[config.mk]
export PLATFORM = sky130hd
export DESIGN_NAME = ascii85_stream_decoder_flat
export DESIGN_NICKNAME = d
export VERILOG_FILES = /design/src/hdl/a85_pkg.sv /design/src/hdl/a85_if.sv /design/src/hdl/a85_front.sv /design/src/hdl/a85_queue.sv /design/src/hdl/a85_back.sv /design/src/hdl/ascii85_stream_decoder.sv /design/src/flat_wrapper.sv
export SDC_FILE = /design/constraint.sdc
export NUM_CORES = 1
export LEC_CHECK = 0
export ABC_AREA = 1
export BUFFER_PORTS_ARGS = -buffer_cell sky130_fd_sc_hd__buf_2
export CAP_MARGIN = 20
export CORE_AREA = 2 2 213 215
export DETAILED_ROUTE_END_ITERATION = 16
export DIE_AREA = 0 0 215 217
export HOLD_SLACK_MARGIN = 0.1
export PLACE_DENSITY = 0.76
export SLEW_MARGIN = 20
export SYNTH_ARGS = -nofsm -noshare
export SYNTH_HDL_FRONTEND = slang
export SYNTH_HIERARCHICAL = 1
export SYNTH_SLANG_ARGS = --single-unit
[constraint.sdc]
create_clock -name clk -period 18.5 [get_ports clk]
set_input_delay 4.625 -clock clk [delete_from_list [all_inputs] [get_ports clk]]
set_output_delay 4.625 -clock clk [all_outputs]
set_load 0.01 [all_outputs]
[src/hdl/a85_pkg.sv]
// ----------------------------------------------------------------------------
// a85_pkg
// Shared types, result codes and constants of the base-85 stream decoder.
// ----------------------------------------------------------------------------
package a85_pkg;

	// Result status codes as they appear on the output channel.
	localparam logic [2:0] StData  = 3'd0;
	localparam logic [2:0] StOvf   = 3'd1;
	localparam logic [2:0] StBad   = 3'd2;
	localparam logic [2:0] StLone  = 3'd3;
	localparam logic [2:0] StEnd   = 3'd4;

	// Characters with a meaning of their own.
	localparam logic [7:0] ChDigitLo = 8'h21;  // '!'
	localparam logic [7:0] ChDigitHi = 8'h75;  // 'u'
	localparam logic [7:0] ChZero    = 8'h7A;  // 'z'
	localparam logic [7:0] ChEnd     = 8'h7E;  // '~'

	// A stored partial group holds at most four digits, so it stays below 85^4.
	localparam int SumW      = 26;
	localparam int GroupW    = 33;
	localparam int PadMulW   = 20;
	localparam int ResIdxW   = 2;  // up to four results per character

	// Default depth of the command queue between front and back.
	localparam int QueueDepth = 4;

	// One queued command: the results that a single character causes.
	typedef struct packed {
		logic [31:0] word;    // group value, most significant byte first
		logic        ovf;     // group value went beyond 32 bits
		logic [2:0]  nbytes;  // data bytes to emit from word, 0 to 4
		logic        bad;     // one bad-character result
		logic        lone;    // one lone-final-digit result
		logic        fin;     // one end-of-stream result
	} a85_cmd_t;

	// Multiplier that pads a group of n digits with 'u' digits: 85^(5-n).
	function automatic logic [PadMulW-1:0] pad_mult(input logic [2:0] n);
		logic [PadMulW-1:0] m;
		case (n)
			3'd2:    m = PadMulW'(614125);
			3'd3:    m = PadMulW'(7225);
			3'd4:    m = PadMulW'(85);
			default: m = PadMulW'(1);
		endcase
		return m;
	endfunction

endpackage

[src/hdl/a85_if.sv]
// ----------------------------------------------------------------------------
// a85_if
// Valid/ready channels of the decoder: encoded characters in, results out.
// ----------------------------------------------------------------------------
interface a85_in_if;
	logic       valid;
	logic       ready;
	logic [7:0] char_in;
	logic       stream_start;

	modport source (output valid, output char_in, output stream_start, input ready);
	modport sink   (input valid, input char_in, input stream_start, output ready);
endinterface

interface a85_out_if;
	logic       valid;
	logic       ready;
	logic [7:0] byte_out;
	logic [2:0] status;
	logic       run_last;

	modport source (output valid, output byte_out, output status, output run_last,
		input ready);
	modport sink   (input valid, input byte_out, input status, input run_last,
		output ready);
endinterface

[src/hdl/a85_front.sv]
// ----------------------------------------------------------------------------
// a85_front
// Accepts characters, keeps the group state and queues one command for
// every character that causes results.
// ----------------------------------------------------------------------------
module a85_front (
	input  logic               clk,
	input  logic               arst_n,
	a85_in_if.sink             in_ch,
	input  logic               full,
	output logic               push,
	output a85_pkg::a85_cmd_t  cmd
);

	logic [a85_pkg::SumW-1:0]    sum_q;
	logic [2:0]                  cnt_q;
	logic                        done_q;

	logic [a85_pkg::SumW-1:0]    eff_sum;
	logic [2:0]                  eff_cnt;
	logic                        eff_done;
	logic [7:0]                  c;
	logic                        is_space;
	logic                        is_digit;
	logic [a85_pkg::GroupW-1:0]  digit_val;
	logic [a85_pkg::SumW:0]      sum_p1;
	logic [a85_pkg::GroupW-1:0]  pad_prod;
	logic [a85_pkg::GroupW-1:0]  pad_val;

	logic                        accept;
	logic [a85_pkg::SumW-1:0]    sum_d;
	logic [2:0]                  cnt_d;
	logic                        done_d;

	assign in_ch.ready = !full;
	assign accept      = in_ch.valid && !full;
	assign c           = in_ch.char_in;

	// A stream start clears the group before the character is looked at.
	assign eff_sum  = in_ch.stream_start ? '0 : sum_q;
	assign eff_cnt  = in_ch.stream_start ? 3'd0 : cnt_q;
	assign eff_done = in_ch.stream_start ? 1'b0 : done_q;

	assign is_space = c inside {8'h00, 8'h09, 8'h0A, 8'h0C, 8'h0D, 8'h20};
	assign is_digit = c inside {[a85_pkg::ChDigitLo:a85_pkg::ChDigitHi]};

	assign digit_val = {7'b0, eff_sum} * 33'd85
		+ {25'b0, c - a85_pkg::ChDigitLo};

	// Padding with 'u' digits: (sum + 1) * 85^(5-n) - 1, which stays below 2^33.
	assign sum_p1   = {1'b0, eff_sum} + 27'd1;
	assign pad_prod = {6'b0, sum_p1} * {13'b0, a85_pkg::pad_mult(eff_cnt)};
	assign pad_val  = pad_prod - 33'd1;

	always_comb begin
		push  = 1'b0;
		cmd   = '0;
		sum_d = eff_sum;
		cnt_d = eff_cnt;
		done_d = eff_done;
		if (eff_done || is_space) begin
			// nothing to do
		end else if (is_digit) begin
			if (eff_cnt == 3'd4) begin
				push       = 1'b1;
				cmd.word   = digit_val[31:0];
				cmd.ovf    = digit_val[32];
				cmd.nbytes = 3'd4;
				sum_d      = '0;
				cnt_d      = 3'd0;
			end else begin
				sum_d = digit_val[a85_pkg::SumW-1:0];
				cnt_d = eff_cnt + 3'd1;
			end
		end else if (c == a85_pkg::ChZero && eff_cnt == 3'd0) begin
			push       = 1'b1;
			cmd.nbytes = 3'd4;
		end else if (c == a85_pkg::ChEnd) begin
			push    = 1'b1;
			cmd.fin = 1'b1;
			if (eff_cnt == 3'd1) begin
				cmd.lone = 1'b1;
			end else if (eff_cnt >= 3'd2) begin
				cmd.word   = pad_val[31:0];
				cmd.ovf    = pad_val[32];
				cmd.nbytes = eff_cnt - 3'd1;
			end
			sum_d  = '0;
			cnt_d  = 3'd0;
			done_d = 1'b1;
		end else begin
			push    = 1'b1;
			cmd.bad = 1'b1;
		end
		if (!accept) begin
			push = 1'b0;
		end
	end

	always_ff @(posedge clk or negedge arst_n) begin
		if (!arst_n) begin
			sum_q  <= '0;
			cnt_q  <= 3'd0;
			done_q <= 1'b0;
		end else if (accept) begin
			sum_q  <= sum_d;
			cnt_q  <= cnt_d;
			done_q <= done_d;
		end
	end

	a_cnt_range: assert property (@(posedge clk) disable iff (!arst_n)
		cnt_q <= 3'd4)
		else $error("digit count beyond four");

	a_done_clear: assert property (@(posedge clk) disable iff (!arst_n)
		done_q |-> (cnt_q == 3'd0 && sum_q == '0))
		else $error("group not cleared after end of stream");

endmodule

[src/hdl/a85_queue.sv]
// ----------------------------------------------------------------------------
// a85_queue
// Short register queue of decoded commands between front and back.
// ----------------------------------------------------------------------------
module a85_queue #(
	parameter int Depth = a85_pkg::QueueDepth
) (
	input  logic               clk,
	input  logic               arst_n,
	input  logic               push,
	input  a85_pkg::a85_cmd_t  wdata,
	output logic               full,
	input  logic               pop,
	output a85_pkg::a85_cmd_t  rdata,
	output logic               empty
);

	localparam int PtrW = $clog2(Depth);
	localparam int CntW = $clog2(Depth + 1);

	a85_pkg::a85_cmd_t mem_q [Depth];
	logic [PtrW-1:0]   wr_ptr_q;
	logic [PtrW-1:0]   rd_ptr_q;
	logic [CntW-1:0]   count_q;

	assign full  = count_q == CntW'(Depth);
	assign empty = count_q == '0;
	assign rdata = mem_q[rd_ptr_q];

	always_ff @(posedge clk) begin
		if (push) begin
			mem_q[wr_ptr_q] <= wdata;
		end
	end

	always_ff @(posedge clk or negedge arst_n) begin
		if (!arst_n) begin
			wr_ptr_q <= '0;
			rd_ptr_q <= '0;
			count_q  <= '0;
		end else begin
			if (push) begin
				wr_ptr_q <= (wr_ptr_q == PtrW'(Depth - 1)) ? '0 : wr_ptr_q + PtrW'(1);
			end
			if (pop) begin
				rd_ptr_q <= (rd_ptr_q == PtrW'(Depth - 1)) ? '0 : rd_ptr_q + PtrW'(1);
			end
			if (push && !pop) begin
				count_q <= count_q + CntW'(1);
			end else if (pop && !push) begin
				count_q <= count_q - CntW'(1);
			end
		end
	end

	a_no_overrun: assert property (@(posedge clk) disable iff (!arst_n)
		push |-> !full)
		else $error("queue written while full");

	a_no_underrun: assert property (@(posedge clk) disable iff (!arst_n)
		pop |-> !empty)
		else $error("queue read while empty");

endmodule

[src/hdl/a85_back.sv]
// ----------------------------------------------------------------------------
// a85_back
// Expands each queued command into its results, one per cycle while the sink
// does not stall, through an output register.
// ----------------------------------------------------------------------------
module a85_back (
	input  logic               clk,
	input  logic               arst_n,
	input  a85_pkg::a85_cmd_t  head,
	input  logic               empty,
	output logic               pop,
	a85_out_if.source          out_ch
);

	logic                        out_valid_q;
	logic [7:0]                  byte_q;
	logic [2:0]                  status_q;
	logic                        last_q;
	logic [a85_pkg::ResIdxW-1:0] idx_q;

	logic        load;
	logic        head_valid;
	logic [2:0]  total;
	logic [2:0]  idx_w;
	logic        is_last;
	logic [2:0]  tail_pos;
	logic [7:0]  res_byte;
	logic [2:0]  res_status;

	assign head_valid = !empty;
	assign load       = !out_valid_q || out_ch.ready;
	assign total      = head.nbytes + {2'b0, head.bad} + {2'b0, head.lone}
		+ {2'b0, head.fin};
	assign idx_w      = {1'b0, idx_q};
	assign is_last    = idx_w == total - 3'd1;
	assign pop        = load && head_valid && is_last;
	assign tail_pos   = idx_w - head.nbytes;

	always_comb begin
		res_byte   = 8'd0;
		res_status = a85_pkg::StEnd;
		if (idx_w < head.nbytes) begin
			case (idx_q)
				2'd0:    res_byte = head.word[31:24];
				2'd1:    res_byte = head.word[23:16];
				2'd2:    res_byte = head.word[15:8];
				default: res_byte = head.word[7:0];
			endcase
			res_status = head.ovf ? a85_pkg::StOvf : a85_pkg::StData;
		end else if (head.bad) begin
			res_status = a85_pkg::StBad;
		end else if (head.lone && tail_pos == 3'd0) begin
			res_status = a85_pkg::StLone;
		end
	end

	always_ff @(posedge clk or negedge arst_n) begin
		if (!arst_n) begin
			out_valid_q <= 1'b0;
			idx_q       <= '0;
		end else if (load) begin
			out_valid_q <= head_valid;
			if (head_valid) begin
				idx_q <= is_last ? '0 : idx_q + a85_pkg::ResIdxW'(1);
			end
		end
	end

	always_ff @(posedge clk) begin
		if (load && head_valid) begin
			byte_q   <= res_byte;
			status_q <= res_status;
			last_q   <= is_last;
		end
	end

	assign out_ch.valid    = out_valid_q;
	assign out_ch.byte_out = byte_q;
	assign out_ch.status   = status_q;
	assign out_ch.run_last = last_q;

	a_idx_in_cmd: assert property (@(posedge clk) disable iff (!arst_n)
		head_valid |-> (idx_w < total))
		else $error("result index beyond the command's results");

endmodule

[src/hdl/ascii85_stream_decoder.sv]
// A result is registered in the command queue and then in the output register
// before it is offered on the output channel. Throughput: one character per cycle
// while the command queue has room; the output side delivers one result per cycle
// while the sink is ready, so bursts of four bytes drain through the queue.
// Reset clears the group state, empties the queue and drops the output valid; no
// clearing pass is needed and the first character is taken right after reset.
// ----------------------------------------------------------------------------
// ascii85_stream_decoder
// Streaming base-85 decoder: one encoded character in per transfer, decoded
// bytes and status results out.
// ----------------------------------------------------------------------------
module ascii85_stream_decoder #(
	parameter int QueueDepth = a85_pkg::QueueDepth
) (
	input  logic       clk,
	input  logic       arst_n,
	a85_in_if.sink     in_ch,
	a85_out_if.source  out_ch
);

	// The front classifies every character in the cycle of its transfer and
	// updates the group accumulator, the digit count and the end flag at once.
	// Any character that produces results becomes a single command: up to four
	// data bytes of a group word, a bad-character marker, or an end-of-stream
	// marker after the padded tail bytes or a lone-digit marker. White space and
	// characters after the end marker leave no trace in the queue.
	a85_pkg::a85_cmd_t push_cmd;
	a85_pkg::a85_cmd_t head_cmd;
	logic              push;
	logic              pop;
	logic              full;
	logic              empty;

	a85_front u_front (
		.clk    (clk),
		.arst_n (arst_n),
		.in_ch  (in_ch),
		.full   (full),
		.push   (push),
		.cmd    (push_cmd)
	);

	// The queue lets the front keep taking characters while the back is still
	// working through an earlier group or waiting on a stalled output.
	a85_queue #(
		.Depth (QueueDepth)
	) u_queue (
		.clk    (clk),
		.arst_n (arst_n),
		.push   (push),
		.wdata  (push_cmd),
		.full   (full),
		.pop    (pop),
		.rdata  (head_cmd),
		.empty  (empty)
	);

	// The back walks the head command one result per transfer, marking the
	// final one of each character, and releases the entry with that final
	// result. Its output register holds a result steady while the sink stalls.
	a85_back u_back (
		.clk    (clk),
		.arst_n (arst_n),
		.head   (head_cmd),
		.empty  (empty),
		.pop    (pop),
		.out_ch (out_ch)
	);

endmodule

[src/flat_wrapper.sv]
// flat-port wrapper written by rule: the top's interface ports become plain ports
module ascii85_stream_decoder_flat 
#(
	parameter int QueueDepth = a85_pkg::QueueDepth
)
  (clk, arst_n, in_ch_valid, in_ch_char_in, in_ch_stream_start, in_ch_ready, out_ch_valid, out_ch_byte_out, out_ch_status, out_ch_run_last, out_ch_ready);
  a85_in_if in_ch_i ();
  a85_out_if out_ch_i ();
  input  logic clk;
  input  logic arst_n;
  input wire logic [$bits(in_ch_i.valid)-1:0] in_ch_valid;
  input wire logic [$bits(in_ch_i.char_in)-1:0] in_ch_char_in;
  input wire logic [$bits(in_ch_i.stream_start)-1:0] in_ch_stream_start;
  output wire logic [$bits(in_ch_i.ready)-1:0] in_ch_ready;
  output wire logic [$bits(out_ch_i.valid)-1:0] out_ch_valid;
  output wire logic [$bits(out_ch_i.byte_out)-1:0] out_ch_byte_out;
  output wire logic [$bits(out_ch_i.status)-1:0] out_ch_status;
  output wire logic [$bits(out_ch_i.run_last)-1:0] out_ch_run_last;
  input wire logic [$bits(out_ch_i.ready)-1:0] out_ch_ready;
  assign in_ch_i.valid = in_ch_valid;
  assign in_ch_i.char_in = in_ch_char_in;
  assign in_ch_i.stream_start = in_ch_stream_start;
  assign in_ch_ready = in_ch_i.ready;
  assign out_ch_valid = out_ch_i.valid;
  assign out_ch_byte_out = out_ch_i.byte_out;
  assign out_ch_status = out_ch_i.status;
  assign out_ch_run_last = out_ch_i.run_last;
  assign out_ch_i.ready = out_ch_ready;
  ascii85_stream_decoder #(.QueueDepth(QueueDepth)) u_core (.clk(clk), .arst_n(arst_n), .in_ch(in_ch_i), .out_ch(out_ch_i));
endmodule
==> qor.yml <==
grt_pass1_vias: 20967
post_drt_wl_per_cell_um: 19.7
yosys.area.top_type_share: 0.227
status: "finished, final reports clean"
viasPerCell: 5.56
synth_compound_area_frac: 0.0997
reg2reg_to: "u_core/u_queue/mem_q[0][31]$_DFFE_PP_"
arrival_ps: 14710
synth_top_area_cell: "fa_1"
boundaryPins: 27
grt_first_pass_wirelength_um: 115000
hold_path_end: "u_core/u_back/out_ch.valid$_DFFE_PN0N_"
min_period_ps: 14390
ys_top_cells_by_count: "inv_1, nand2_1, fa_1, ha_1, nor2_1"
drc: 0
clkSlewWorstSetupHoldPaths_ps: 60
reg2reg_depth: 34
critPathSlowestCell: "nor2_1"
hold_depth: 2
drtIter0Drc: 1788
synth-simple-area-share: 0.149
hold_viol: 0
cts.repair.resized: 0
syn_nets: 3687
r2r_slack_ps: 8510
grt_overflow: 0
synthTopCellsByArea: "fa_1, edfxtp_1, ha_1"
syn_area_per_cell_um2: 8.59
ctsHoldBuffers: 0
yosysSeqAreaShare: 0.229
placed_area_um2: 27000
synth_warnings: 6
die_h_um: 217
hold_path.class: "flop to flop"
htree_levels: 1
cts_sinks: 208
worst_pin_slew_ps: 1100
coreArea_um2: 44700
synth_most_common_cell: "inv_1"
rsz0062_at_grt: "no"
totalWireLength_um: 72800
crit_path_end_kind: "flop"
crit_path_start: "in_ch_stream_start"
fp-row-count: 78
synth_cells: 3076
ys_ff_latch: 208
fin_setup_tns_ps: 0
cts_buffers: 22
setup-violations-final: 0
start_util: 0.591
skew_ps: 8.37
syn2layout_area_growth_pct: 5.02
dp_hpwl_um: 59500
clockBufferDepth: 3
postCtsSetupBuffers: 0
die_area_um2: 46700
cp-start-kind: "input pin"
ys.flop_type: "edfxtp_1"
drive_gt1_frac: 0.0668
grt_antenna_before_repair: 1
synth_mux_area_frac: 0
clk_latency_ps: 520
grt_max_degree: 96
fin_area_um2: 27800
synth_area_um2: 26400
worstPathRequired_ps: 18820
cts_tree: "built"
hp-start: "u_core/u_back/out_ch.valid$_DFFE_PN0N_"
crit_top_cell: "inv_1"
ant_nets: 0
fin_crit_sh: 0.778
critPathMaxStageDelay_ps: 830
die_w_um: 215
nNetsFinal: 3694
synth_cell_types: 58
gp_congestion: 1.02
r2r_start: "u_core/u_front/cnt_q[1]$_DFFE_PN0P_"
yosys.area_share.xor_xnor: 0.0212
num_vias: 20568
synth-edff-count: 168
synth_fa_ha_area_frac: 0.368
max_freq_ghz: 0.0695
track_usage: 0.318
slew_headroom: 0.267
cts_root_buf: "clkbuf_16"
worstSetupPathType: "input pin to flop"
slew_violations: 0
portBuffers: 26
drtPass1Iterations: 8
cap_viol_max_count: 0
async_flop_share: 0.192
synth_top_family_by_area: "adder cells"
crit_fanout: 30
## through the flow
step                       util  cells  hold slack, ps  setup WS, ps
after floorplan               -   3076             463          6400
after global placement    0.604   3659             481          4100
after detailed placement  0.604   3659             485          3810
after CTS                 0.621   3699             506          4330
after global routing      0.621   3699             533          3680
final                     0.621   3700             507          4110
## logic make-up after synthesis
logic type | count (synthesis)
simple gates | 925
buf+inv | 875
fa+ha+maj | 598
compound gates | 407
flops | 208
xor+xnor | 63
## worst max-delay path, delay by kind of cell
family                   cells  cell delay (ps)
XOR/XNOR                     1              120
AO/OA/AOI/OAI                7             1690
adder cells (fa/ha/maj)      9             3760
AND/OR/NAND/NOR              8             2560
buffers and inverters       10             1900
## routing by layer
| layer | up-vias | global-route usage | wire length [µm] |
|---|---|---|---|
| met4 | 2 | 0.123 | 3180 |
| met2 | 870 | 0.528 | 33900 |
| met5 | - | 0 | 12 |
| met1 | 9922 | 0.425 | 29900 |
| li1 | 9618 | - | - |
| met3 | 156 | 0.0454 | 5710 |
## area by class of cell
cell class / count / area (µm²)
fill: 3904 / 16900
clock buffer: 28 / 583
inverter: 813 / 3070
tap: 600 / 751
timing repair buffer: 45 / 275
clock inverter: 12 / 146
antenna: 1 / 2.50
sequential: 208 / 6050
multi-input combinational: 1993 / 16900
## worst max path at each step
| stage | endpoint | slack, ps | cells after the start |
|---|---|---|---|
| global route | u_core/u_queue/mem_q[2][37]$_DFFE_PP_ | 3680 | 37 |
| CTS | u_core/u_queue/mem_q[0][31]$_DFFE_PP_ | 4330 | 35 |
| global placement | u_core/u_queue/mem_q[0][31]$_DFFE_PP_ | 4100 | 35 |
| floorplan | u_core/u_queue/mem_q[0][37]$_DFFE_PP_ | 6400 | 37 |
| detailed placement | u_core/u_queue/mem_q[0][31]$_DFFE_PP_ | 3810 | 35 |
| finish | u_core/u_queue/mem_q[0][31]$_DFFE_PP_ | 4110 | 35 |
## cell usage in the layout, fill, tap and decap left out, types with 6 or more instances in the layout
master     Yosys  routed
inv_1        797     797
nand2_1      494     494
fa_1         300     300
ha_1         298     298
nor2_1       238     237
edfxtp_1     168     168
a21oi_1      127     127
o21ai_0      102     102
nand3_1       76      76
o211ai_1      56      56
dfrtp_1       40      39
xor2_1        37      37
o211ai_2      30      30
nor2_2        27      28
buf_2         21      25
xnor2_1       25      25
clkbuf_16      0      22
nand4_1       22      22
buf_4          4      20
nor3_1        16      16
o21bai_1      16      16
or2_2         13      13
inv_2         13      12
a211oi_1      12      12
a22oi_1       10      10
nand2_2        9       9
nand3_2        9       9
o21ai_2        8       8
a21o_1         7       7
a31o_2         6       6
o22ai_1        6       6
## sequential cells by signal, indices dropped and copies added, names as in the netlist
| register | flops |
|---|---|
| u_core/u_queue/mem_q | 156 |
| u_core/u_front/sum_q | 26 |
| u_core/u_back/out_ch.byte_out | 8 |
| u_core/u_back/out_ch.status | 3 |
| u_core/u_front/cnt_q | 3 |
| u_core/u_queue/count_q | 3 |
| u_core/u_back/idx_q | 2 |
| u_core/u_queue/rd_ptr_q | 2 |
| u_core/u_queue/wr_ptr_q | 2 |
| u_core/u_back/out_ch.run_last | 1 |
| u_core/u_back/out_ch.valid | 1 |
| u_core/u_front/done_q | 1 |
Power is not shown: default switching activity piles up to over one toggle a cycle in this logic, so the estimate is an artifact.
